[config.mk]
export PLATFORM = sky130hd
export DESIGN_NAME = ssbh_merge
export DESIGN_NICKNAME = d
export VERILOG_FILES = /design/src/rtl/ssbh_pkg.sv /design/src/rtl/ssbh_merge.sv
export SDC_FILE = /design/constraint.sdc
export NUM_CORES = 1
export LEC_CHECK = 0
export BUFFER_PORTS_ARGS = -buffer_cell sky130_fd_sc_hd__clkbuf_2
export CAP_MARGIN = 30
export CORE_ASPECT_RATIO = 0.75
export CORE_UTILIZATION = 25
export DETAILED_ROUTE_END_ITERATION = 10
export PLACE_DENSITY = 0.41
export REMOVE_ABC_BUFFERS = 1
export SLEW_MARGIN = 20
export SYNTH_ARGS = -nofsm -noshare
export SYNTH_HDL_FRONTEND = slang
export SYNTH_SLANG_ARGS = --single-unit
[constraint.sdc]
create_clock -name vclk -period 12.2
set_clock_uncertainty 0.15 [all_clocks]
set_input_delay 1.22 -clock vclk [all_inputs]
set_output_delay 1.22 -clock vclk [all_outputs]
set_load 0.005 [all_outputs]
[src/rtl/ssbh_pkg.sv]
// shared constants and types for the swept sphere against box hit test
// no dependencies; every other file imports it
package ssbh_pkg;

  localparam int FRAC_BITS = 16;
  localparam int TIME_BITS = 16;
  localparam int CRD_W     = 32;
  localparam int HALF_W    = 31;
  localparam int NUM_W     = 36;
  localparam int MAG_W     = 35;
  localparam int QUOT_W    = TIME_BITS + 2;
  localparam int REM_W     = MAG_W + TIME_BITS;
  localparam int TIME_W    = QUOT_W + 1;
  localparam int DIV_LAT   = QUOT_W + 3;
  localparam int ADDR_W    = 3;

  // below 1e-5 units of motion the axis counts as still
  localparam logic [CRD_W-1:0] STILL_LIM =
    CRD_W'(((64'd1 << FRAC_BITS) + 64'd99999) / 64'd100000);

  localparam logic [QUOT_W-1:0] QUOT_SAT = QUOT_W'(64'd2 << TIME_BITS);
  localparam logic [TIME_W-1:0] TIME_ONE = TIME_W'(64'd1 << TIME_BITS);

  localparam logic [HALF_W-1:0] RADIUS_RESET = HALF_W'(32768);
  localparam logic              REG_RADIUS   = 1'b0;

  localparam logic [1:0] NORM_POS  = 2'b01;
  localparam logic [1:0] NORM_NEG  = 2'b11;
  localparam logic [1:0] NORM_ZERO = 2'b00;

  typedef logic signed [TIME_W-1:0] time_t;

  typedef struct packed {
    logic [2:0] still;
    logic [2:0] contained;
  } side_t;

  typedef struct packed {
    logic                 hit;
    logic [TIME_BITS:0]   hit_time;
    logic [1:0]           normal_x;
    logic [1:0]           normal_y;
    logic [1:0]           normal_z;
  } res_t;

endpackage

[src/rtl/ssbh_merge.sv]
// slab merge over x, y, z: latest entry, earliest exit, hit normal
// depends on ssbh_pkg
module ssbh_merge (
  input  ssbh_pkg::time_t t_lo [3],
  input  ssbh_pkg::time_t t_hi [3],
  input  ssbh_pkg::side_t side,
  output ssbh_pkg::res_t  res
);
  import ssbh_pkg::*;

  always_comb begin
    time_t      tmin;
    time_t      tmax;
    time_t      t_in;
    time_t      t_out;
    logic [1:0] nrm [3];
    logic [1:0] sgn;
    logic       miss;
    logic       hit;
    tmin = '0;
    tmax = TIME_ONE;
    miss = 1'b0;
    for (int a = 0; a < 3; a++) nrm[a] = NORM_ZERO;
    for (int a = 0; a < 3; a++) begin
      if (side.still[a]) begin
        t_in  = '0;
        t_out = '0;
        sgn   = NORM_ZERO;
      end else if (t_lo[a] > t_hi[a]) begin
        t_in  = t_hi[a];
        t_out = t_lo[a];
        sgn   = NORM_POS;
      end else begin
        t_in  = t_lo[a];
        t_out = t_hi[a];
        sgn   = NORM_NEG;
      end
      if (!miss) begin
        if (side.still[a]) begin
          if (!side.contained[a]) miss = 1'b1;
        end else begin
          if (t_in > tmin) begin
            tmin = t_in;
            for (int b = 0; b < 3; b++) nrm[b] = NORM_ZERO;
            nrm[a] = sgn;
          end
          if (t_out < tmax) tmax = t_out;
          if (tmin > tmax) miss = 1'b1;
        end
      end
    end
    hit = !miss && !tmin[TIME_W-1] && (tmin <= TIME_ONE);
    res.hit      = hit;
    res.hit_time = hit ? tmin[TIME_BITS:0] : '0;
    res.normal_x = hit ? nrm[0] : NORM_ZERO;
    res.normal_y = hit ? nrm[1] : NORM_ZERO;
    res.normal_z = hit ? nrm[2] : NORM_ZERO;
  end

endmodule

==> run metrics <==
status=finished clean; DRC=0; WL met3=2.42 mm; pwr dens=roughly 90 mW/mm^2; initial antenna violation count=0; # port buffers=144; Final Critical Period=between 10000 and 15000 ps; crit end category=output port; 1st-pass router iterations=6; crit path max fanout=20; Chip Width=between 200 and 250 um; Hold Crit Class=in2out; Clk pwr share=0%; Final period util=~98%; FP Rows=59; Internal=approximately 420 uW; Placer Congestion=between 0.9 and 1; Post-Syn Instances=about 1400; Routed WL=between 40 and 50 mm; Cell Area, Synth=0.00886 mm^2; switching power=roughly 600 uW; Tightest Pin Transition=approximately 810 ps; number of global-route vias before repair=9798; Initial Utilization=25.5%; fmax=~84 MHz; register area share after synthesis=0%; worst vdd ir=between 0.00004 and 0.00005 V; diodes inserted=0; Vias=between 10000 and 15000; top layer in use=met4; sw frac=59.3%; register share of total power=0%; critical path arrival=roughly 11000 ps; Global Route Usage Sum=a little over a fifth; area grow syn2layout=26.6%; clock buffer count=0; sequential cells=0; Total Nets Final=approximately 1900; met2 WL=approximately 16 mm; fin. max-slew vios=0; Max-cap violations=0; Setup WS pre-CTS=-218 ps; largest area contributor in the netlist=ha_1; startpoint types=input port; Gate power share=100.0%; full die area=0.0362 mm^2; first-pass GRT wire length=60.3 mm; Slew HR=45.4%; syn_area_per_cell=6.46 um^2; final hold violation count=0; final worst slack=291 ps; layout cells sized above 1=22.5%; placed wire-length estimate=~36 mm; M1 wire length=between 20 and 25 mm; largest net degree at the start of global routing=50; fillers=3877; P_leak=5.57 nW; Unique masters post-synth=74; Tot Pwr=a little over 1 mW; IO Pins=~140; crit-path most repeated cell=buf_4; DIE HEIGHT=165 um; Non-Filler Instances=about 2000; CP peak stage delay=between 600 and 700 ps; Critical-path top delay cell=or4_1; top cells by area, synth=ha_1, nor2_1, a21oi_1; CP Class=in2out; Worst EP required=~11000 ps; Core ar.=around 0.035 mm^2; placed insts=2021; gr ovfl total=0; storage element area=0 um^2; initial drt markers=between 900 and 1000; YS warnings=0; setup violators final=0; Yosys top cell area share=between 20% and 30%; routed vias/inst=roughly 5.3; post-route ant nets=0; wire length per cell=between 20 and 25 um; Multi-input gate area=between 0.008 and 0.009 mm^2
==> layout make-up <==
class	count	share of cell area, %
inverters	128	4.28
multi-input cells	1175	74.4
well taps	457	5.10
repair buffers	272	16.3
==> worst max-delay path, delay by kind of cell <==
| family | cells | cell delay [ps] |
|---|---|---|
| muxes | 2 | 750 |
| adders and majority gates | 4 | 1300 |
| AOI/OAI and AO/OA | 18 | 3590 |
| and+or+nand+nor | 9 | 2130 |
| buffers and inverters | 10 | 1490 |
==> per-layer routing <==
layer | vias up | global-route usage, %
met5 | - | 0
met4 | 0 | 0.789
met3 | 8 | 2.34
met2 | 274 | 31.9
met1 | 5004 | 35.1
li1 | 5442 | -
==> cell usage after synthesis (7+ instances only) <==
master	instances
nor2b_1	8
nor3_1	33
a21o_1	13
a211oi_1	11
and3_1	25
a31o_2	7
mux2i_1	63
mux2_2	11
a221oi_1	7
buf_2	7
nor2_1	208
ha_1	188
o21a_1	11
nand3_1	41
clkbuf_1	55
a21oi_1	152
nand2b_1	9
nor4_1	21
and2_1	7
inv_1	128
nand4_1	30
o21ai_0	69
a31oi_1	41
nand2_1	91
or2_2	8
a221oi_2	7
==> path summary, 6_finish.rpt <==
kind,start,to,cells after the start
max,t_hi[46],res[1],43
min,t_hi[12],res[18],6
==> placed cells by master (no fill, tap or decap), types with 8 or more instances in the layout <==
master and count:
nor2b_1 8, a21oi_1 147, nor2_1 204, nand2_1 91
nor4_1 19, and3_1 25, nor3_1 26, nand4_1 30
clkbuf_2 144, a21o_1 13, o21ai_0 67, o21a_1 11
a31oi_1 35, buf_12 8, or2_2 8, ha_1 188
a221oi_2 9, inv_1 128, mux2i_1 61, buf_4 116
a211oi_1 9, nor3_2 8, nand3_1 41, mux2_2 11
nand2b_1 9
==> per-stage QoR <==
stage | hold slack (ps) | utilization (%) | area (um^2) | TNS (ps)
3_5_place_dp | 2910 | 31.2 | 10800 | -2520
3_3_place_gp | 2920 | 31.2 | 10800 | -1360
4_1_cts | 2910 | 31.3 | 10900 | 0
6_report | 2920 | 32.3 | 11200 | 0
5_1_grt | 2990 | 32.3 | 11200 | -314
2_1_floorplan | 2460 | - | 8570 | -88580
==> cells by family after synthesis <==
kind of cell | after synthesis | synth area share [%]
fa+ha+maj | 188 | 26.5
compound gates | 393 | 28.3
other cells | 2 | 0.0848
buf+inv | 197 | 8.66
simple gates | 516 | 27.6
xor+xnor | 1 | 0.0989
mux | 75 | 8.67
==> power groups by stage <==
stage / logic (mW) / registers, mW / clock network [mW]
3_5_place_dp: 0.960 / 0 / 0
4_1_cts: 0.969 / 0 / 0
5_1_grt: 1.13 / 0 / 0
3_3_place_gp: 0.960 / 0 / 0
2_1_floorplan: 0.581 / 0 / 0
6_report: 1.03 / 0 / 0
==> repair_timing <==
item                                    4_1_cts  5_1_grt
hold buffers                                  0        0
endpoints found under the setup margin       23       24
cloned                                        0        2
setup buffers                                 0        9
pin swaps                                     0       12
gates resized for setup                       5       51
Note: power is estimated with default switching activity, not from simulation.
