## config.mk

```make
export PLATFORM = sky130hd
export DESIGN_NAME = ssbh_div
export DESIGN_NICKNAME = d
export VERILOG_FILES = /design/src/rtl/ssbh_pkg.sv /design/src/rtl/ssbh_div.sv
export SDC_FILE = /design/constraint.sdc
export NUM_CORES = 2
export LEC_CHECK = 0
export BUFFER_PORTS_ARGS = -buffer_cell sky130_fd_sc_hd__clkbuf_2
export CORE_MARGIN = 2
export CORE_UTILIZATION = 64
export DETAILED_ROUTE_END_ITERATION = 16
export PLACE_DENSITY = 0.86
export REMOVE_ABC_BUFFERS = 1
export SLEW_MARGIN = 25
export SYNTH_ARGS = -nofsm -noshare
export SYNTH_HDL_FRONTEND = slang
export SYNTH_SLANG_ARGS = --single-unit
```

## constraint.sdc

```tcl
create_clock -name clk -period 4.02 [get_ports clk]
set_input_delay 0.201 -clock clk [delete_from_list [all_inputs] [get_ports clk]]
set_output_delay 0.201 -clock clk [all_outputs]
set_load 0.03 [all_outputs]
```

## src/rtl/ssbh_pkg.sv

```systemverilog
// shared constants and types for the swept sphere against box hit test
// no dependencies; every other file imports it
package ssbh_pkg;

  localparam int FRAC_BITS = 16;
  localparam int TIME_BITS = 16;
  localparam int CRD_W     = 32;
  localparam int HALF_W    = 31;
  localparam int NUM_W     = 36;
  localparam int MAG_W     = 35;
  localparam int QUOT_W    = TIME_BITS + 2;
  localparam int REM_W     = MAG_W + TIME_BITS;
  localparam int TIME_W    = QUOT_W + 1;
  localparam int DIV_LAT   = QUOT_W + 3;
  localparam int ADDR_W    = 3;

  // below 1e-5 units of motion the axis counts as still
  localparam logic [CRD_W-1:0] STILL_LIM =
    CRD_W'(((64'd1 << FRAC_BITS) + 64'd99999) / 64'd100000);

  localparam logic [QUOT_W-1:0] QUOT_SAT = QUOT_W'(64'd2 << TIME_BITS);
  localparam logic [TIME_W-1:0] TIME_ONE = TIME_W'(64'd1 << TIME_BITS);

  localparam logic [HALF_W-1:0] RADIUS_RESET = HALF_W'(32768);
  localparam logic              REG_RADIUS   = 1'b0;

  localparam logic [1:0] NORM_POS  = 2'b01;
  localparam logic [1:0] NORM_NEG  = 2'b11;
  localparam logic [1:0] NORM_ZERO = 2'b00;

  typedef logic signed [TIME_W-1:0] time_t;

  typedef struct packed {
    logic [2:0] still;
    logic [2:0] contained;
  } side_t;

  typedef struct packed {
    logic                 hit;
    logic [TIME_BITS:0]   hit_time;
    logic [1:0]           normal_x;
    logic [1:0]           normal_y;
    logic [1:0]           normal_z;
  } res_t;

endpackage

```

## src/rtl/ssbh_div.sv

```systemverilog
// pipelined restoring divider: (num << 16) / den, truncated and saturated
// one quotient bit per stage; depends on ssbh_pkg
module ssbh_div (
  input  logic                             clk,
  input  logic                             en,
  input  logic signed [ssbh_pkg::NUM_W-1:0] num,
  input  logic signed [ssbh_pkg::CRD_W-1:0] den,
  output ssbh_pkg::time_t                  quot
);
  import ssbh_pkg::*;

  logic [MAG_W-1:0]  un0;
  logic [CRD_W-1:0]  ud0;
  logic              neg0;

  logic [REM_W-1:0]  rem [0:QUOT_W];
  logic [CRD_W-1:0]  ud  [0:QUOT_W];
  logic [QUOT_W-1:0] q   [0:QUOT_W];
  logic              ovf [0:QUOT_W];
  logic              neg [0:QUOT_W];

  logic [QUOT_W-1:0] qs;

  // magnitudes and result sign
  always_ff @(posedge clk) begin
    if (en) begin
      un0  <= num[NUM_W-1] ? MAG_W'(-num) : MAG_W'(num);
      ud0  <= den[CRD_W-1] ? CRD_W'(-den) : CRD_W'(den);
      neg0 <= num[NUM_W-1] ^ den[CRD_W-1];
    end
  end

  // quotient of 2^18 or more saturates straight away
  always_ff @(posedge clk) begin
    if (en) begin
      ovf[0] <= {1'b0, un0} >= {{(MAG_W-CRD_W-1){1'b0}}, ud0, 2'b00};
      rem[0] <= {un0, {TIME_BITS{1'b0}}};
      ud[0]  <= ud0;
      q[0]   <= '0;
      neg[0] <= neg0;
    end
  end

  for (genvar i = 0; i < QUOT_W; i++) begin : g_step
    localparam int K = QUOT_W - 1 - i;
    logic [REM_W-1:0] sh;
    logic [REM_W:0]   diff;
    assign sh   = {{(REM_W-CRD_W){1'b0}}, ud[i]} << K;
    assign diff = {1'b0, rem[i]} - {1'b0, sh};
    always_ff @(posedge clk) begin
      if (en) begin
        rem[i+1] <= diff[REM_W] ? rem[i] : diff[REM_W-1:0];
        q[i+1]   <= q[i] | (QUOT_W'(!diff[REM_W]) << K);
        ud[i+1]  <= ud[i];
        ovf[i+1] <= ovf[i];
        neg[i+1] <= neg[i];
      end
    end
  end

  assign qs = (ovf[QUOT_W] || q[QUOT_W] > QUOT_SAT) ? QUOT_SAT : q[QUOT_W];

  always_ff @(posedge clk) begin
    if (en) begin
      quot <= neg[QUOT_W] ? -$signed({1'b0, qs}) : $signed({1'b0, qs});
    end
  end

endmodule

```

==> qor.yml <==
dp.final_hpwl_um: 144000
fin_skew_ps: 27.1
vias: 65568
avgSynthCellArea_um2: 10.9
worst_slew_pin_slew_ps: 951
path_clk_slew_ps: 60
syn_to_final_growth_pct: 12.1
p_total_mw: 71.7
num_rows: 138
power.density_nw_per_um2: 701
start_util_pct: 64.5
overflow: 0
io_pins: 89
dieArea_um2: 146000
finalSetupViolCount: 0
clock-sinks: 1622
grt_pass1_vias: 67679
fin_cells: 10754
max_freq_mhz: 250
cts_made_buffers: 172
ys_seq_area_share_pct: 53.4
dpl_cell_area_um2: 95500
fill_cells: 9249
clock_latency_ps: 790
crit_type: "primary input to register"
cts-root-buf: "clkbuf_16"
crit_fanout: 4
drv_cap: 0
netlist_top_cells_area: "edfxtp_1 53%, ha_1 8.2%, a21oi_1 4.5%"
arrival_ps: 4530
p_leak_nw: 41.1
final_net_count: 9413
crit_top_cell: "or3_4"
finalCritPeriodShare_pct: 99.4
path_cells: "dlygate4sd3_1, clkbuf_2, or4_4, or3_4, or3_4, or3_4, or4_4, or2_4, o41ai_4, xnor2_1, dlygate4sd3_1"
grt_antenna_before_repair: 3
ys_types: 83
ys_ff_latch: 1622
hold_viol_final: 0
netlist_area_um2: 91200
drt-initial-drc-count: 4826
drive_gt1_share_pct: 8.54
hold_class: "primary input to register"
peakVddDrop_mv: 0.417
coreArea_um2: 141000
first_pass_iters: 6
end_kind: "register"
cts_tree: "done"
startpoint_type: "primary input"
cts_max_path_buffers: 3
cpMaxStageDelayCell: "dlygate4sd3_1"
ys_warn_count: 0
slew_viol_final: 0
wirelength_um: 201000
htreeDepth: 4
port_buffers: 88
cp_slowest_stage_delay_ps: 590
routabilityCongestion: 0.994
grt_max_degree: 127
antenna_left: 0
grt_use_total_pct: 27.4
status: "complete, no violations"
viasPerCell: 6.10
dp_cells: 10338
synth_top_flop_cell: "edfxtp_1"
drc: 0
finalCriticalPeriod_ps: 4000
fin_tns_setup_ps: 0
synthArstFlopShare_pct: 0
utilization_pct: 72.3
fin_area_um2: 102000
grt_pass1_wl_um: 326000
worstPathRequired_ps: 4550
die_x_um: 381
synthCells: 8341
max_slew_margin_pct: 36.6
wl_per_cell_um: 18.7
synth_area_leader_cell: "edfxtp_1"
netlist.area_leader.share_pct: 53.4
die_h_um: 381
synth_edf_count: 1622
[critical path, delay by kind of cell]
family,cells,cell delay (ps)
AO/OA/AOI/OAI,1,280
XOR/XNOR,1,160
buffers and inverters,3,1300
AND/OR/NAND/NOR,6,2580
[where the power goes]
part	internal (mW)	switching, mW	total, mW	leakage [nW]
Clock	9.18	6.47	15.7	2.72
Combinational	12.9	16.8	29.7	22.7
Sequential	24.1	2.26	26.4	15.7
Total	46.2	25.5	71.7	41.1
[Yosys cell counts, types with 15 or more instances]
library cell  number
nand3b_1          17
nor3b_1           17
or2_2             33
nand2b_1         108
and3_1            65
a2111oi_0         18
inv_1            745
o2111ai_1         18
o21ai_0          480
mux2_2            91
clkbuf_1         205
xnor2_1          392
a21oi_1          812
or3_1             56
nor2b_1           63
and2_1            47
o31ai_1           68
a21o_1           292
a21boi_0          18
xor2_1           307
a211o_1           15
nand3_1          136
edfxtp_1        1622
o211ai_1          51
fa_1              17
o41ai_1           18
nor4_1            58
o31a_1            18
nand4_1          100
buf_1             18
nor3_1           131
a31oi_1           70
a211oi_1          63
o21bai_1          63
or4_1             29
ha_1             595
nand2_1          574
nor2_1           626
o21a_1            88
[state kept, by name, summed over array words and instances, names as in the netlist]
name and flops:
rem 750, quot 19, ovf 19, q 171
ud0 32, neg 19, un0 35, neg0 1
ud 576
[cell type report]
type / instances / area (um2) / share of cell area [%]
clock inverters: 103 / 983 / 0.962
multi-input cells: 5746 / 39000 / 38.1
flip-flops and latches: 1622 / 48700 / 47.6
well taps: 1890 / 2360 / 2.31
clock buffers: 203 / 4570 / 4.47
diodes: 1 / 2.50 / 0.00245
inverters: 748 / 2810 / 2.75
repair buffers: 441 / 3840 / 3.75
[stage by stage]
stage	hold WS [ps]	worst slack, ps
after detailed placement	405	61.7
after floorplan	300	-1610
after global routing	196	-0.522
after CTS	138	51.0
final	230	24.0
after global placement	401	175
[cells in the final DEF (no fill, tap or decap), drive strengths merged, types with 65 or more instances in the layout]
master,instances
buf,246
xor2,307
o21ai,483
nand3,136
nand2,574
clkbuf,290
dlygate4sd3,108
nor2,626
clkinv,73
a21o,292
edfxtp,1622
nand4,100
o21a,88
o31ai,68
xnor2,392
nor3,131
a21oi,812
inv,754
nand2b,108
a31oi,70
and3,65
mux2,91
ha,595
[final timing paths]
kind                            depth (start not counted)          to  startpoint  slack (ps)
worst max register to register                         13  rem[1][45]    ud[0][0]         150
worst max-delay path                                   11     ud0[29]      den[5]          20
worst min-delay path                                    2      ud0[0]      den[0]         230
worst min register to register                          0   q[12][16]   q[11][16]         410
[timing repair]
| action | in CTS | in global routing |
|---|---|---|
| pin swaps | 0 | 2 |
| endpoints found under the hold margin | 93 | 0 |
| setup buffers | 0 | 1 |
| hold buffers | 108 | 0 |
| resized for setup | 1 | 17 |
| endpoints found under the setup margin | 1 | 127 |
[cell families (layout without fill, tap and decap cells)]
group	Yosys count	after routing	share of synthesized area, %
buffers and inverters	973	1495	4.01
adder cells (fa/ha/maj)	612	612	8.54
XOR/XNOR	699	699	6.71
flip-flops	1622	1622	53.4
other	0	1	0
AND/OR/NAND/NOR	2109	2109	11.1
AO/OA/AOI/OAI	2230	2230	15.1
multiplexers	96	96	1.18
[routing by layer]
metal	part of all wire (%)	global-route usage (%)	vias up
met5	0	0	-
met4	6.6	17.2	0
met3	3.9	3.23	849
met2	56	55.0	2348
met1	34	25.9	30969
li1	-	-	31402
No activity file was read; power rests on OpenSTA's default activity.
