[src/rtl/ssbh_pkg.sv]
// shared constants and types for the swept sphere against box hit test
// no dependencies; every other file imports it
package ssbh_pkg;

  localparam int FRAC_BITS = 16;
  localparam int TIME_BITS = 16;
  localparam int CRD_W     = 32;
  localparam int HALF_W    = 31;
  localparam int NUM_W     = 36;
  localparam int MAG_W     = 35;
  localparam int QUOT_W    = TIME_BITS + 2;
  localparam int REM_W     = MAG_W + TIME_BITS;
  localparam int TIME_W    = QUOT_W + 1;
  localparam int DIV_LAT   = QUOT_W + 3;
  localparam int ADDR_W    = 3;

  // below 1e-5 units of motion the axis counts as still
  localparam logic [CRD_W-1:0] STILL_LIM =
    CRD_W'(((64'd1 << FRAC_BITS) + 64'd99999) / 64'd100000);

  localparam logic [QUOT_W-1:0] QUOT_SAT = QUOT_W'(64'd2 << TIME_BITS);
  localparam logic [TIME_W-1:0] TIME_ONE = TIME_W'(64'd1 << TIME_BITS);

  localparam logic [HALF_W-1:0] RADIUS_RESET = HALF_W'(32768);
  localparam logic              REG_RADIUS   = 1'b0;

  localparam logic [1:0] NORM_POS  = 2'b01;
  localparam logic [1:0] NORM_NEG  = 2'b11;
  localparam logic [1:0] NORM_ZERO = 2'b00;

  typedef logic signed [TIME_W-1:0] time_t;

  typedef struct packed {
    logic [2:0] still;
    logic [2:0] contained;
  } side_t;

  typedef struct packed {
    logic                 hit;
    logic [TIME_BITS:0]   hit_time;
    logic [1:0]           normal_x;
    logic [1:0]           normal_y;
    logic [1:0]           normal_z;
  } res_t;

endpackage

[src/rtl/ssbh_front.sv]
// per-axis front stage: grown slab bounds relative to the centre, still test, containment test
// depends on ssbh_pkg
module ssbh_front (
  input  logic                              clk,
  input  logic                              en,
  input  logic signed [ssbh_pkg::CRD_W-1:0]  center,
  input  logic signed [ssbh_pkg::CRD_W-1:0]  move,
  input  logic signed [ssbh_pkg::CRD_W-1:0]  box,
  input  logic        [ssbh_pkg::HALF_W-1:0] half,
  input  logic        [ssbh_pkg::HALF_W-1:0] radius,
  output logic signed [ssbh_pkg::NUM_W-1:0]  num_lo,
  output logic signed [ssbh_pkg::NUM_W-1:0]  num_hi,
  output logic signed [ssbh_pkg::CRD_W-1:0]  den,
  output logic                              still,
  output logic                              contained
);
  import ssbh_pkg::*;

  logic signed [NUM_W-1:0] rel;
  logic signed [NUM_W-1:0] grow;
  logic        [CRD_W-1:0] mag;
  logic                    still_c;

  // box centre relative to sphere centre, grown half extent
  assign rel  = NUM_W'(box) - NUM_W'(center);
  assign grow = $signed({{(NUM_W-HALF_W){1'b0}}, half}) +
                $signed({{(NUM_W-HALF_W){1'b0}}, radius});
  assign mag     = move[CRD_W-1] ? CRD_W'(-move) : CRD_W'(move);
  assign still_c = mag < STILL_LIM;

  always_ff @(posedge clk) begin
    if (en) begin
      num_lo <= rel - grow;
      num_hi <= rel + grow;
      den    <= move;
      still  <= still_c;
    end
  end

  // centre within the slab: lo - c <= 0 and hi - c >= 0
  assign contained = (num_lo <= 0) && !num_hi[NUM_W-1];

endmodule

[config.mk]
export PLATFORM = sky130hd
export DESIGN_NAME = ssbh_front
export DESIGN_NICKNAME = d
export VERILOG_FILES = /design/src/rtl/ssbh_pkg.sv /design/src/rtl/ssbh_front.sv
export SDC_FILE = /design/constraint.sdc
export NUM_CORES = 1
export LEC_CHECK = 0
export BUFFER_PORTS_ARGS = -buffer_cell sky130_fd_sc_hd__buf_2
export CORE_MARGIN = 3
export CORE_UTILIZATION = 40
export DETAILED_ROUTE_END_ITERATION = 8
export PLACE_DENSITY = 0.66
export SYNTH_ARGS = -nofsm -noshare
export SYNTH_HDL_FRONTEND = slang
export SYNTH_SLANG_ARGS = --single-unit
[constraint.sdc]
create_clock -name clk -period 6.9 [get_ports clk]
set_input_delay 1.38 -clock clk [delete_from_list [all_inputs] [get_ports clk]]
set_output_delay 1.38 -clock clk [all_outputs]
set_load 0.01 [all_outputs]
==> results of run 1 <==
registers in the layout (all words and copies together) (netlist names):
name	count
den	32
num_hi	33
num_lo	34
still	1
layer usage:
metal,share of wire,GRT usage,vias up
met3,0.065,0.0237,16
met2,0.43,0.308,320
met5,0,0,-
met1,0.49,0.293,4052
met4,0.0096,0.0358,0
li1,-,-,4513
through the flow:
step	setup WS [ps]	util
floorplan	1060	-
global placement	712	0.475
detailed placement	606	0.475
CTS	949	0.486
global route	486	0.486
finish	915	0.486
worst max-delay path, stage by stage:
cell and delay, ps:
buf_2 100, inv_1 50, ha_1 170, inv_1 60, fa_1 400, a21oi_1 220, o22ai_2 150, o21ai_1 270
o21ai_2 130, o31a_2 350, a21o_1 190, a21oi_1 170, xnor2_1 170, ha_1 380, or3_1 460, nand2b_1 170
or4_1 410, o311ai_1 110, a21oi_2 90, o31ai_2 340, and4_1 250, nor3_1 50
cells in the mapped netlist, types with 5 or more instances:
cell type / instances
a211oi_1: 14
a21o_1: 39
a21oi_1: 108
a31oi_1: 5
and3_1: 6
buf_4: 5
clkbuf_1: 27
edfxtp_1: 100
ha_1: 127
inv_1: 114
nand2_1: 46
nand2b_1: 17
nand3_1: 22
nand4_1: 10
nor2_1: 81
nor2b_1: 20
nor3_1: 21
nor3b_1: 6
nor4_1: 23
o2111ai_1: 5
o211ai_1: 9
o21a_1: 9
o21ai_0: 41
o21ai_1: 11
o21bai_1: 26
o31ai_1: 7
or3_1: 8
xnor2_1: 83
xor2_1: 29
path summary, 6_finish.rpt:
| path | startpoint | to | slack, ps |
|---|---|---|---|
| min | move[22] | den[22]$_DFFE_PP_ | 1240 |
| max | box[0] | num_lo[30]$_DFFE_PP_ | 920 |
area by class of cell:
type                    instances  share of cell area
inverters                     117              0.0370
flip-flops and latches        100               0.253
clock inverters                 7             0.00475
multi-input cells             858               0.538
repair buffers                268               0.114
well taps                     324              0.0342
clock buffers                   9              0.0190
report_power, final:
part / switching, mW / internal [mW] / total (mW)
Sequential: 0.0945 / 0.991 / 1.09
Combinational: 1.33 / 0.879 / 2.21
Clock: 0.216 / 0.249 / 0.465
logic make-up after synthesis:
group,Yosys count
xor+xnor,113
mux,4
fa+ha+maj,131
flops,100
compound gates,335
simple gates,275
buf+inv,155
==> flow_summary_export.csv, run 1 <==
group,metric,value,unit
finish,layout_common_cells,"buf_2, ha_1, inv_1",
placed_design,dpl_cell_area,11600,sq um
placed_design,dp.cells,1667,
yosys,ys_ff_latch,100,
placed_design,gp_congestion,0.927,
clocking,clock_path_buffers,2,
yosys,synth_top_family_by_area,"compound AO/OA/AOI/OAI gates",
critical_path,cp-start-kind,"input pin",
yosys,synth_edf_count,100,
critical_path,worst_ep_required_time,6990,ps
grt,track_usage,0.196,
job,cap_violations,0,
floorplan,rows,57,
clocking,clkSinkCount,100,
min_path,min_path_cells,1,
floorplan,die-area,26900,sq um
yosys,synth_mux_area_frac,0.00401,
placed_design,port_buffers,265,
clocking,htreeDepth,3,
critical_path,path_class,"in2reg",
sta,finalCritPeriodShare,0.867,
clocking,cts_setup_buffers,0,
route,first_pass_iters,6,
yosys,synthTopCellsByArea,"edfxtp_1, ha_1, xnor2_1, a21oi_1, inv_1",
route,drtIter0Drc,574,
clocking,clockRootBuffer,"clkbuf_16",
yosys,synthAdderAreaFrac,0.167,
floorplan,initial_core_util,0.409,
run_status,status,"completed",
yosys,synth_top_area_cell,"edfxtp_1",
route,drtAntennaViolNets,0,
sta,fmax,167,MHz
finish,areaGrowthSynthToFinish,18.7,%
clocking,cts_tree,"built",
power,power.density,317,nW/um^2
floorplan,core,24400,sq um
yosys,syn_nets,1404,
critical_path,crit_arrival,6070,ps
critical_path,path_max_fanout,9,
sta,finalMaxSlewViolations,0,
sta,slew_headroom,0.426,
sta,rsz0062_at_grt,"no",
grt,grt_pass1_wl,42.5,mm
placed_design,dp_hpwl,23.4,mm
sta,fin_tns_setup,0,ps
power,finalPower,3.76,mW
finish,drive_gt1_frac,0.230,
route,drc_errors,0,
grt,grt_pass1_vias,8266,
sta,tightest_slew,861,ps
yosys,yosys.area_share.simple,0.138,
yosys,synth_xor_area_frac,0.0999,
finish,mostFrequentLayoutCell,"buf_2",
finish,fin_area,11900,sq um
finish,multi_input_area,6370,sq um
sta,min_period,5980,ps
yosys,yosysWarnings,0,
yosys,syn_inst,1113,
yosys,yosys.cell_types.count,76,
grt,antenna_found_initial,0,
min_path,hold_path_class,"in2reg",
route,routedWlPerCell,16.1,um
sta,holdWs,1240,ps
route,routed_wl,27.2,mm
yosys,async_reset_ff_frac,0,
critical_path,endpoint_kind,"flop",
floorplan,die_h,164,um
clocking,cts_buffers,9,
yosys,ys.flop_type,"edfxtp_1",
finish,fin_cells,1683,
finish,final_nets,1645,
sta,hold_viol,0,
yosys,synth_compound_area_frac,0.229,
power,p_leak,5.40,nW
yosys,yosysSeqAreaShare,0.301,
sta,setup_violations,0,
yosys,netlist_area,9980,sq um
finish,regArea,3000,sq um
clocking,cts_repair_resize_count,0,
grt,grt_overflow_total,0,
finish,diodes,0,
route,route.vias.total,8901,
route,viasPerCell,5.29,
clocking,hold_buffers,0,
power,vdd_ir_drop_max,0.145,mV
floorplan,fp.dieW,164,um
yosys,syn_avg_cell_area,8.97,sq um
clocking,clk_pin_slew_worst_paths,70,ps
yosys,synth_top_area_frac,0.301,
finish,fillers,2427,
grt,grt_max_degree,71,
floorplan,ios,266,
Power figures use the tool's default switching activity.
==> run 2: changes to the inputs <==
--- a/config.mk
+++ b/config.mk
@@ -5,11 +5,12 @@
 export SDC_FILE = /design/constraint.sdc
 export NUM_CORES = 1
 export LEC_CHECK = 0
+export ABC_AREA = 1
 export BUFFER_PORTS_ARGS = -buffer_cell sky130_fd_sc_hd__buf_2
 export CORE_MARGIN = 3
 export CORE_UTILIZATION = 40
 export DETAILED_ROUTE_END_ITERATION = 8
-export PLACE_DENSITY = 0.66
+export PLACE_DENSITY = 0.65
 export SYNTH_ARGS = -nofsm -noshare
 export SYNTH_HDL_FRONTEND = slang
 export SYNTH_SLANG_ARGS = --single-unit
==> flow_summary_export.csv, run 2 <==
group,metric,value,unit
critical_path,worst_ep_required_time,7000,ps
yosys,yosys.cell_types.count,47,
floorplan,die_h,178,um
floorplan,rows,62,
grt,grt_pass1_vias,11830,
clocking,cts_buffers,9,
critical_path,cpPeakStageDelay,530,ps
power,power.density,298,nW/um^2
yosys,ys_ff_latch,100,
placed_design,dp_hpwl,34.5,mm
critical_path,cpMostUsedCell,"nand2_1",
power,finalPower,4.12,mW
finish,mostFrequentLayoutCell,"nand2_1",
floorplan,die-area,31800,sq um
route,first_pass_iters,5,
clocking,cts_setup_buffers,0,
sta,holdWs,1240,ps
critical_path,critPathTopFamily,"simple AND/OR/NAND/NOR gates",
grt,antenna_found_initial,1,
yosys,netlist_area,11900,sq um
floorplan,initial_core_util,0.410,
placed_design,place_ws,1360,ps
yosys,async_reset_ff_frac,0,
grt,grt_max_degree,74,
yosys,synth_edf_count,100,
yosys,ys.flop_type,"edfxtp_1",
placed_design,gp_congestion,0.964,
min_path,worstHoldStart,"move[8]",
yosys,syn_inst,1754,
sta,rsz0062_at_grt,"no",
clocking,clock_path_buffers,2,
critical_path,path_class,"in2reg",
route,drtIter0Drc,885,
yosys,synth_top_area_cell,"edfxtp_1",
critical_path,crit_arrival,5290,ps
yosys,syn_avg_cell_area,6.76,sq um
grt,grt-busiest-layer,"met2",
finish,diodes,0,
finish,regMostFlops,"num_lo",
power,p_leak,6.94,nW
critical_path,slowest_stage,"ha_1",
min_path,hold_path_class,"in2reg",
yosys,syn_nets,2045,
finish,final_nets,2288,
sta,min_period,5190,ps
clocking,clk_pin_slew_worst_paths,70,ps
critical_path,path_cells,"buf_2, ha_1, inv_1, fa_1, inv_1, nand3_1, nand2_1, nand2_1, nand2_1, nand2_1, o21ai_2, nand2_1, nand3_1, nand2_1, nand3_1, nand2_1, ha_1, nand2_1, nor2_1, inv_1, nor3_1, nand3_1, a21oi_1, nor2_1",
floorplan,fp.dieW,178,um
floorplan,ios,266,
grt,grt_pass1_wl,61.4,mm
route,drc_errors,0,
sta,finalCritPeriodShare,0.752,
sta,hold_viol,0,
run_status,status,"completed",
placed_design,port_buffers,265,
yosys,yosysWarnings,0,
sta,slew_headroom,0.410,
clocking,cts_tree,"built",
sta,fmax,193,MHz
sta,tightest_slew,885,ps
yosys,synthTopCellsByArea,"edfxtp_1, ha_1, nand2_1, inv_1, nor2_1",
critical_path,path_max_fanout,9,
clocking,clkSinkCount,100,
power,vdd_ir_drop_max,0.151,mV
floorplan,core,28900,sq um
sta,setup_violations,0,
sta,fin_tns_setup,0,ps
route,drtAntennaViolNets,0,
clocking,cts_repair_resize_count,0,
grt,met1_usage,0.336,
route,viasPerCell,5.18,
sta,finalMaxSlewViolations,0,
route,route.vias.total,12363,
min_path,hold_path_end,"den[8]$_DFFE_PP_",
critical_path,cp-start-kind,"input pin",
yosys,synth_commonest_cells,"nand2_1, inv_1, nor2_1",
finish,largest_reg_flops,34,
finish,layout_common_cells,"nand2_1, inv_1, buf_2",
sta,fin_ws,1710,ps
clocking,hold_buffers,0,
critical_path,endpoint_kind,"flop",
finish,reg_top3,"num_lo: 34 flops, num_hi: 33 flops, den: 32 flops",
finish,finish.utilization,0.477,
yosys,yosysSeqAreaShare,0.253,
min_path,min_path_cells,1,
yosys,yosysMostFrequentCell,"nand2_1",
grt,met3_usage,0.0266,
route,routedWlPerCell,16.6,um
job,cap_violations,0,
yosys,synth_top_area_frac,0.253,
critical_path,worst-path-buf-inv,4,
grt,met2_usage,0.402,
clocking,htreeDepth,3,
finish,drive_gt1_frac,0.154,
finish,areaGrowthSynthToFinish,16.4,%
grt,grt_overflow_total,0,
grt,track_usage,0.245,
route,routed_wl,39.5,mm
clocking,clockRootBuffer,"clkbuf_16",
==> run 2: cell count changes after synthesis, sizes merged, moves of 19 or more <==
cell and delta:
nand2 +360, inv +160, nor2 +142, nand3 +83, xnor2 -60, xor2 +48, a21oi +43, o21ai +39
a21o -21, clkbuf -21, nor2b -20, o21bai -19
==> run 2: layout make-up <==
cell class	count	area [sq um]
Inverter	276	1040
Fill cell	3072	15100
Multi-Input combinational cell	1343	7620
Tap cell	384	480
Clock buffer	9	225
Sequential cell	100	3000
Timing Repair Buffer	267	1340
Clock inverter	7	97.6
==> run 2: worst max path at each step <==
stage	start	to	slack, ps	cells past startpoint
3_3_place_gp	half[0]	num_hi[34]$_DFFE_PP_	1380	24
6_report	half[0]	num_hi[34]$_DFFE_PP_	1710	24
2_1_floorplan	box[0]	num_lo[34]$_DFFE_PP_	2420	24
4_1_cts	half[0]	num_hi[34]$_DFFE_PP_	1720	24
3_5_place_dp	half[0]	num_hi[34]$_DFFE_PP_	1360	24
5_1_grt	half[0]	num_hi[34]$_DFFE_PP_	1230	24
==> run 2: per-stage QoR <==
| stage | area (sq um) | cells |
|---|---|---|
| floorplan | 11900 | 1754 |
| global placement | 13500 | 2370 |
| detailed placement | 13500 | 2370 |
| CTS | 13800 | 2386 |
| global route | 13800 | 2386 |
| finish | 13800 | 2386 |
==> run 2: routing by layer <==
metal	up-vias	routed length [um]
li1	6244	-
met1	5617	18300
met2	441	17500
met3	61	2280
met4	0	1380
met5	-	0
==> run 2: cells by family after synthesis <==
kind of cell / count (synthesis) / share of synthesized area
and+or+nand+nor: 804 / 0.282
xor gates and xnor gates: 101 / 0.0746
DFF: 100 / 0.253
adders and majority gates: 131 / 0.141
buffers and inverters: 311 / 0.105
AOI/OAI and AO/OA: 307 / 0.145
==> run 2: report_power, final <==
group          total, mW  internal [mW]  switching (mW)
clock              0.551          0.320           0.230
sequential          1.07          0.985          0.0846
combinational       2.50          0.816            1.68
